## src/rtl/jrle_pkg.sv

```systemverilog
// Shared types and constants for the run-length expander.
package jrle_pkg;

	localparam int BLOCK_LEN_DEF = 64;
	localparam int COEF_W = 16;
	localparam int POS_W = 6;
	localparam int RUN_W = 4;

	typedef enum logic {
		ST_IDLE,
		ST_EMIT
	} state_t;

	typedef struct packed {
		logic signed [COEF_W-1:0] coefficient;
		logic [POS_W-1:0] position;
		logic last;
		logic block_done;
		logic overflow;
	} result_t;

endpackage

```

## src/rtl/jrle_ctrl.sv

```systemverilog
// Token sequencer: position counter, result counter and result formation.
module jrle_ctrl #(
	parameter int BLOCK_LEN = jrle_pkg::BLOCK_LEN_DEF
) (
	input  logic clk,
	input  logic arst_n,
	input  logic in_valid,
	output logic in_ready,
	input  logic is_dc,
	input  logic [jrle_pkg::RUN_W-1:0] zero_run,
	input  logic [jrle_pkg::RUN_W-1:0] bit_size,
	input  logic signed [jrle_pkg::COEF_W-1:0] value,
	input  logic slot_free,
	output logic res_valid,
	output jrle_pkg::result_t res
);

	localparam int PW = $clog2(BLOCK_LEN);
	localparam int CW = PW + 1;
	localparam int SW = PW + 5;

	jrle_pkg::state_t state_q, state_d;
	logic [PW-1:0] pos_q;
	logic [PW-1:0] pos_next;
	logic [CW-1:0] cnt_q;
	logic [CW-1:0] cnt_load;
	logic has_val_q, ovf_q;
	logic signed [jrle_pkg::COEF_W-1:0] val_q;
	logic [SW-1:0] pos_sum, pos_rem;
	logic [PW+5:0] pos_ext;
	logic eob, cut, accept, step, final_res;

	assign accept = in_valid && in_ready;
	assign final_res = (cnt_q == CW'(1));
	assign pos_sum = SW'(pos_q) + SW'(zero_run);
	assign pos_rem = SW'(BLOCK_LEN) - SW'(pos_q);
	assign eob = !is_dc && (zero_run == '0) && (bit_size == '0);
	assign cut = !is_dc && !eob && (pos_sum >= SW'(BLOCK_LEN));
	assign pos_next = (pos_q == PW'(BLOCK_LEN - 1)) ? '0 : pos_q + PW'(1);
	assign pos_ext = (PW + 6)'(pos_q);

	always_comb begin
		if (is_dc) begin
			cnt_load = CW'(1);
		end else if (eob || cut) begin
			cnt_load = CW'(pos_rem);
		end else begin
			cnt_load = CW'(SW'(zero_run) + SW'(1));
		end
	end

	always_comb begin
		state_d = state_q;
		case (state_q)
			jrle_pkg::ST_IDLE: begin
				if (in_valid) state_d = jrle_pkg::ST_EMIT;
			end
			jrle_pkg::ST_EMIT: begin
				if (step && final_res) state_d = jrle_pkg::ST_IDLE;
			end
			default: state_d = jrle_pkg::ST_IDLE;
		endcase
	end

	always_comb begin
		in_ready = 1'b0;
		step = 1'b0;
		case (state_q)
			jrle_pkg::ST_IDLE: in_ready = 1'b1;
			jrle_pkg::ST_EMIT: step = slot_free;
			default: in_ready = 1'b0;
		endcase
	end

	assign res_valid = step;
	assign res.coefficient = (final_res && has_val_q) ? val_q : '0;
	assign res.position = pos_ext[jrle_pkg::POS_W-1:0];
	assign res.last = final_res;
	assign res.block_done = (pos_q == PW'(BLOCK_LEN - 1));
	assign res.overflow = final_res && ovf_q;

	always_ff @(posedge clk or negedge arst_n) begin
		if (!arst_n) begin
			state_q <= jrle_pkg::ST_IDLE;
			pos_q <= '0;
			cnt_q <= '0;
		end else begin
			state_q <= state_d;
			if (accept) begin
				cnt_q <= cnt_load;
			end else if (step) begin
				cnt_q <= cnt_q - CW'(1);
				pos_q <= pos_next;
			end
		end
	end

	always_ff @(posedge clk) begin
		if (accept) begin
			val_q <= value;
			has_val_q <= is_dc || (!eob && !cut);
			ovf_q <= cut;
		end
	end

endmodule

```

## src/rtl/jrle_out.sv

```systemverilog
// Output register stage that holds one result until the receiver takes it.
module jrle_out (
	input  logic clk,
	input  logic arst_n,
	input  logic res_valid,
	input  jrle_pkg::result_t res,
	output logic slot_free,
	output logic out_valid,
	input  logic out_ready,
	output jrle_pkg::result_t out_res
);

	logic valid_q;
	jrle_pkg::result_t res_q;

	assign slot_free = !valid_q || out_ready;
	assign out_valid = valid_q;
	assign out_res = res_q;

	always_ff @(posedge clk or negedge arst_n) begin
		if (!arst_n) begin
			valid_q <= 1'b0;
		end else if (res_valid) begin
			valid_q <= 1'b1;
		end else if (out_ready) begin
			valid_q <= 1'b0;
		end
	end

	always_ff @(posedge clk) begin
		if (res_valid) res_q <= res;
	end

endmodule

```

## src/rtl/jpeg_run_length_expander_core.sv

```systemverilog
// Run-length expander: turns coefficient tokens into zigzag-ordered block coefficients.
//
// Input channel (in_valid/in_ready) takes one token: is_dc, zero_run, bit_size and value.
// Output channel (out_valid/out_ready) gives one coefficient per request with its
// position in the block, a last flag on the final result of the token, block_done at
// the final block position and overflow when a token ran past the block end.
// A DC token gives one result, an end-of-block token gives zeros through the end of
// the block, and any other token gives zero_run zeros followed by its value, or only
// zeros to the block end if the value would fall past it. An accepted token producing
// N results occupies the sequencer after the accepting cycle until its last result,
// one result per cycle while the output register has room, set by the single result
// counter that walks the position register; in_ready is high only between tokens. The
// first result is formed once the state register holds the emit state, then passes
// through the output register to the output channel. When the receiver stalls, the
// output register holds its result and the sequencer waits; nothing is lost. Reset
// clears the position to the start of a block and empties the output register.
module jpeg_run_length_expander_core #(
	parameter int BLOCK_LEN = jrle_pkg::BLOCK_LEN_DEF
) (
	input  logic clk,
	input  logic arst_n,
	input  logic in_valid,
	output logic in_ready,
	input  logic is_dc,
	input  logic [jrle_pkg::RUN_W-1:0] zero_run,
	input  logic [jrle_pkg::RUN_W-1:0] bit_size,
	input  logic signed [jrle_pkg::COEF_W-1:0] value,
	output logic out_valid,
	input  logic out_ready,
	output logic signed [jrle_pkg::COEF_W-1:0] coefficient,
	output logic [jrle_pkg::POS_W-1:0] position,
	output logic last,
	output logic block_done,
	output logic overflow
);

	logic slot_free, res_valid;
	jrle_pkg::result_t res, out_res;

	jrle_ctrl #(
		.BLOCK_LEN(BLOCK_LEN)
	) u_ctrl (
		.clk(clk),
		.arst_n(arst_n),
		.in_valid(in_valid),
		.in_ready(in_ready),
		.is_dc(is_dc),
		.zero_run(zero_run),
		.bit_size(bit_size),
		.value(value),
		.slot_free(slot_free),
		.res_valid(res_valid),
		.res(res)
	);

	jrle_out u_out (
		.clk(clk),
		.arst_n(arst_n),
		.res_valid(res_valid),
		.res(res),
		.slot_free(slot_free),
		.out_valid(out_valid),
		.out_ready(out_ready),
		.out_res(out_res)
	);

	assign coefficient = out_res.coefficient;
	assign position = out_res.position;
	assign last = out_res.last;
	assign block_done = out_res.block_done;
	assign overflow = out_res.overflow;

	a_ovf_is_last: assert property (@(posedge clk) disable iff (!arst_n)
		out_valid && overflow |-> last)
		else $error("overflow flagged on a result that is not the last of its token");

	a_done_at_end: assert property (@(posedge clk) disable iff (!arst_n)
		out_valid && block_done |-> position == jrle_pkg::POS_W'(BLOCK_LEN - 1))
		else $error("block_done flagged away from the final block position");

	a_token_busy: assert property (@(posedge clk) disable iff (!arst_n)
		in_valid && in_ready |=> !in_ready)
		else $error("new token accepted before the previous token produced a result");

	a_hold_on_stall: assert property (@(posedge clk) disable iff (!arst_n)
		out_valid && !out_ready && !last |=> !in_ready)
		else $error("sequencer went idle while a non-final result was stalled");

endmodule
```

## config.mk

```make
export PLATFORM = sky130hd
export DESIGN_NAME = jpeg_run_length_expander_core
export DESIGN_NICKNAME = d
export VERILOG_FILES = /design/src/rtl/jrle_pkg.sv /design/src/rtl/jrle_ctrl.sv /design/src/rtl/jrle_out.sv /design/src/rtl/jpeg_run_length_expander_core.sv
export SDC_FILE = /design/constraint.sdc
export NUM_CORES = 1
export LEC_CHECK = 0
export BUFFER_PORTS_ARGS = -buffer_cell sky130_fd_sc_hd__buf_2
export CORE_MARGIN = 2
export CORE_UTILIZATION = 35
export CTS_BUF_LIST = sky130_fd_sc_hd__clkbuf_8
export CTS_CLUSTER_SIZE = 25
export DETAILED_ROUTE_END_ITERATION = 8
export PLACE_DENSITY_LB_ADDON = 0.25
export SYNTH_ARGS = -nofsm -noshare
export SYNTH_HDL_FRONTEND = slang
export SYNTH_HIERARCHICAL = 1
export SYNTH_SLANG_ARGS = --single-unit
```

## constraint.sdc

```tcl
create_clock -name clk -period 2.66 [get_ports clk]
set_clock_uncertainty 0.15 [all_clocks]
set_input_delay 0.399 -clock clk [delete_from_list [all_inputs] [get_ports clk]]
set_output_delay 0.399 -clock clk [all_outputs]
set_load 0.1 [all_outputs]
```

---- After elaboration in Yosys (flattened, before gate mapping) ----
Index checks and enable logic that the tools add are counted.
storage, ports and cells
  register bits after elaboration ......... 58
  output and inout bits ................... 27
  word-level logic and storage cells ...... 55
operators by class
  add/subtract/negate cells ............... 5
  $lt $le $gt $ge ......................... 1
  eq/ne operators ......................... 2
  mux-type cells .......................... 12
  bitwise gates (word level) .............. 2
  reduce and logical (&&, ||, !) cells .... 21
operators with widths
  operator                                               count
  2-to-1 mux 7 bit                                       4
  >= comparator 11 x 7 -> 1 bit (second input constant)  1
  logical AND 1 bit                                      9
  zero test 4 bit                                        2
  adder 6 x 4 -> 7 bit                                   1
  equality test 7 x 1 -> 1 bit (second input constant)   1
  subtractor 7 x 1 -> 7 bit (second input constant)      1
  subtractor 7 x 6 -> 7 bit (first input constant)       1
  adder 6 x 1 -> 6 bit (second input constant)           1
  equality test 6 bit (second input constant)            1
  2-to-1 mux 1 bit                                       6
  2-to-1 mux 6 bit                                       1
  adder 4 x 1 -> 5 bit (second input constant)           1
  zero test 1 bit                                        4
  nonzero test 2 bit                                     2
  logical OR 1 bit                                       3
  NOT 1 bit                                              2
  one-hot mux 1 bit (2 select lines)                     1
  AND reduction 2 bit                                    1

---- Longest topological paths before layout ----
  depth after elaboration ................. 10
  mapped depth ............................ 7
  gate-level depth less buffers ........... 6

---- Cells and area by module ----
Netlist, hierarchy kept.
by module, submodules not included
  module     times used  cells an instance  area an instance (µm²)  seq. area each (µm²)
  jrle_ctrl  1           165                1836.8                  890.9
  jrle_out   1           28                 798.3                   775.7

---- Least setup slack after synthesis ----
No wires, ideal clock.
  kind .................................... reg2reg
  start point ............................. reg u_out.valid_q, in the netlist u_out/out_valid
  end point ............................... reg u_ctrl.pos_q[5]
  library setup time ...................... 0.129 ns
  data arrival time ....................... 1.883 ns
  required time ........................... 2.381 ns
  path slack .............................. 0.499 ns
  cell stages (with the launch flop) ...... 8
  path buffers ............................ 1
  clock period less this slack ............ 2.161 ns
  cell sequence ........................... dfrtp_1 -> nand2b_4 -> nand2_1 -> inv_2 -> buf_4 -> nand4_1 -> o21ai_0 -> o41ai_1
on the way
  longest elaborated chain between the ends .. 4
RTL lines
  element                        line                                 source
  from (decl)                    jrle_out.sv:13                       logic valid_q;
  from (signal assigned)         jrle_out.sv:22                       valid_q <= 1'b0;
  from (signal assigned)         jrle_out.sv:24                       valid_q <= 1'b1;
  from (signal assigned)         jrle_out.sv:26                       valid_q <= 1'b0;
  zero test 1 bit                jrle_out.sv:16                       assign slot_free = !valid_q || out_ready;
  logical OR 1 bit               jrle_out.sv:16
  named net slot_free            jpeg_run_length_expander_core.sv:37  logic slot_free, res_valid;
  2-to-1 mux 1 bit               jrle_ctrl.sv:68                      case (state_q)
  named net res_valid            jpeg_run_length_expander_core.sv:37
  AND reduction 2 bit (no line)  -
  to (signal assigned)           jrle_ctrl.sv:93                      pos_q <= pos_next;
  to (decl)                      jrle_ctrl.sv:23                      logic [PW-1:0] pos_q;
The timed path passes the listed nets, and every way through them passes these cells.
A chain may end at the register's enable or synchronous reset.

---- Final worst setup path ----
  start point ............................. reg u_ctrl.pos_q[3]
  end point ............................... reg u_ctrl.cnt_q[0]
on the way
  longest elaborated chain between the ends .. 7
RTL lines
  element                        line             source
  adder 6 x 4 -> 7 bit           jrle_ctrl.sv:35  assign pos_sum = SW'(pos_q) + SW'(zero_run);
  >= comparator 11 x 7 -> 1 bit  jrle_ctrl.sv:38  assign cut = !is_dc && !eob && (pos_sum >= SW'(BLOCK_LEN));
  logical AND 1 bit              jrle_ctrl.sv:38
  logical OR 1 bit               jrle_ctrl.sv:45  end else if (eob || cut) begin
  2-to-1 mux 7 bit               jrle_ctrl.sv:45
  2-to-1 mux 7 bit               jrle_ctrl.sv:43  if (is_dc) begin
  2-to-1 mux 7 bit               jrle_ctrl.sv:89  if (accept) begin
  to (signal assigned)           jrle_ctrl.sv:90  cnt_q <= cnt_load;
  to (signal assigned)           jrle_ctrl.sv:92  cnt_q <= cnt_q - CW'(1);
  to (decl)                      jrle_ctrl.sv:25  logic [CW-1:0] cnt_q;
Every way passes these cells.

==> qor.yml <==
outcome: "finished clean"
synth_cell_types: 51
fillers: 685
setup_viol: 0
synth_cells: 193
pin_count: 56
vias_per_cell: 4.81
grt-ovfl-total: 0
clk_pin_slew_ns: 0.06
grt_usage: 0.127
reg2reg_slack_ns: 0.64
antenna_found_initial: 0
numCtsBuffers: 9
cts_tree: "built"
path_max_fanout: 10
cts_buffer_depth: 2
finalMaxSlewViolations: 0
yosysSeqAreaShare: 0.632
wl_per_cell_um: 13.9
drc: 0
tightest_slew_ns: 0.539
gp_congestion: 0.780
synth_top_area_share: 0.490
htreeDepth: 3
power_density_nw_per_um2: 1180
synthXorXnorAreaFrac: 0.0299
yosys_warnings: 6
synth_top_area_cell: "edfxtp_1"
syn_nets: 232
arrival_ns: 2.07
wl_mm: 4.98
dr.pass1.iters: 4
stdcell_area_um2: 3190
syn2layout_area_growth_pct: 21.0
crit_type: "reg2reg"
die_y_um: 90.8
portBuffers: 55
diodes: 0
fin_crit_ns: 2.02
layout.area.seq_um2: 1670
fp-row-count: 31
start_kind: "register"
synth_seq_cells: 58
die_w_um: 90.8
synthSimpleGateAreaFrac: 0.151
first_iter_violations: 71
dr_total_vias: 1721
final_common_cell: "buf_2"
rsz0062_at_grt: "no"
grt_max_degree: 25
grt_pass1_wl_mm: 8.15
ys_top_cells_by_area: "edfxtp_1 (49%), dfrtp_1 (14%), and3_1 (4.3%)"
dpl_worst_slack_ns: 0.571
start_util: 0.363
relSlewSlack: 0.640
maxCapViolations: 0
finalSetupTns_ns: 0
period_share: 0.758
drive_gt1_frac: 0.320
synth_mux_area_frac: 0.00855
hold_viol: 0
mostFrequentLayoutCells: "buf_2 (55), edfxtp_1 (43), and3_1 (18)"
synth_top_family_by_area: "simple AND/OR/NAND/NOR gates"
clk_latency_ns: 0.32
hp-class: "in2reg"
fp.coreArea_um2: 7250
cts_sinks: 58
synth-compound-area-share: 0.0864
fmax_mhz: 496
synth-main-ff-cell: "edfxtp_1"
multiInputGateArea_um2: 858
avgSynthCellArea_um2: 13.7
synth-adder-area-share: 0.0503
first_global_vias: 1673
synth_area_um2: 2640
nNetsFinal: 293
dieArea_um2: 8240
root_buffer: "clkbuf_8"
worst_setup_path_end_kind: "register"
synthArstFlopShare: 0.259
crit_required_ns: 2.71
placed_cell_area_um2: 2980
synth_edf_count: 43
leakage_nw: 1.38
peakVddDrop_mv: 0.285
finish.utilization: 0.440
worst_slack_ns: 0.645
drtAntennaViolNets: 0
dpl.hpwl_mm: 3.52
## layer usage
metal / global-route usage / vias to the layer above / wire length, µm
li1: - / 847 / -
met1: 0.164 / 825 / 2400
met2: 0.195 / 45 / 2290
met3: 0.0451 / 4 / 249
met4: 0.0462 / 0 / 43
met5: 0 / - / 0
## cell type report
class | count | share of cell area
well taps | 99 | 0.0389
repair buffers | 59 | 0.0965
clock buffers | 11 | 0.0475
clock inverters | 5 | 0.0145
flip-flops and latches | 58 | 0.523
multi-input cells | 117 | 0.269
inverters | 9 | 0.0106
## report_power, final
part	internal [mW]	total [mW]	switching (mW)	leakage, nW
registers	1.23	1.44	0.212	0.601
logic	0.368	1.54	1.17	0.674
clock network	0.472	0.791	0.319	0.109
total	2.07	3.77	1.70	1.38
## flip-flops by register name, indices dropped and copies added (netlist names)
name	cells
u_ctrl/val_q	16
u_ctrl/pos_q	6
u_out/out_res	25
u_ctrl/ovf_q	1
u_ctrl/state_q	1
u_ctrl/has_val_q	1
u_out/out_valid	1
u_ctrl/cnt_q	7
## Yosys cell counts, types with 3 or more instances
master     n
nor2_1     9
and2_1     3
ha_1       9
o21ai_0    3
xnor2_1    7
dfrtp_1   15
nor3_1     4
a21oi_1    5
nand4_1    4
inv_1      8
o211ai_1   3
and3_1    18
buf_4      4
nand2_1    9
nand3_1    7
edfxtp_1  43
## timing repair
item | 4_1_cts | 5_1_grt
hold endpoints to repair | 15 | 0
setup buffers | 0 | 0
endpoints found under the setup margin | 0 | 0
hold buffers | 1 | 0
resized for setup | 0 | 0
## per-stage QoR
step	cells	hold WS, ns	total power [mW]
2_1_floorplan	193	-0.0466	2.75
3_3_place_gp	341	0.194	2.99
3_5_place_dp	341	0.198	3.00
4_1_cts	358	0.0739	3.81
5_1_grt	358	0.0776	3.97
6_report	358	0.0977	3.77
## kinds of logic (layout without fill, tap and decap cells)
group / after synthesis / in the layout
compound gates: 29 / 29
xor+xnor: 9 / 9
fa+ha+maj: 10 / 10
buf+inv: 18 / 84
flops: 58 / 58
mux: 2 / 2
simple gates: 67 / 67
## final timing paths
kind / start / endpoint / cells after the start
worst min-delay path: value[15] / u_ctrl/val_q[15] / 1
max in group asynchronous: arst_n / u_ctrl/cnt_q[5] / 2
worst max-delay path: u_ctrl/pos_q[3] / u_ctrl/cnt_q[0] / 5
min in group asynchronous: arst_n / u_ctrl/pos_q[3] / 2
worst min register to register: u_ctrl/ovf_q / u_out/out_res[0] / 1
worst max register to register: u_ctrl/pos_q[3] / u_ctrl/cnt_q[0] / 5
## critical path: stages (launching register included)
cell	delay, ns
dfrtp_1	0.48
ha_1	0.35
a21oi_1	0.10
a211o_1	0.39
a2111oi_2	0.32
nor3_1	0.10
Power figures use the tool's default switching activity.
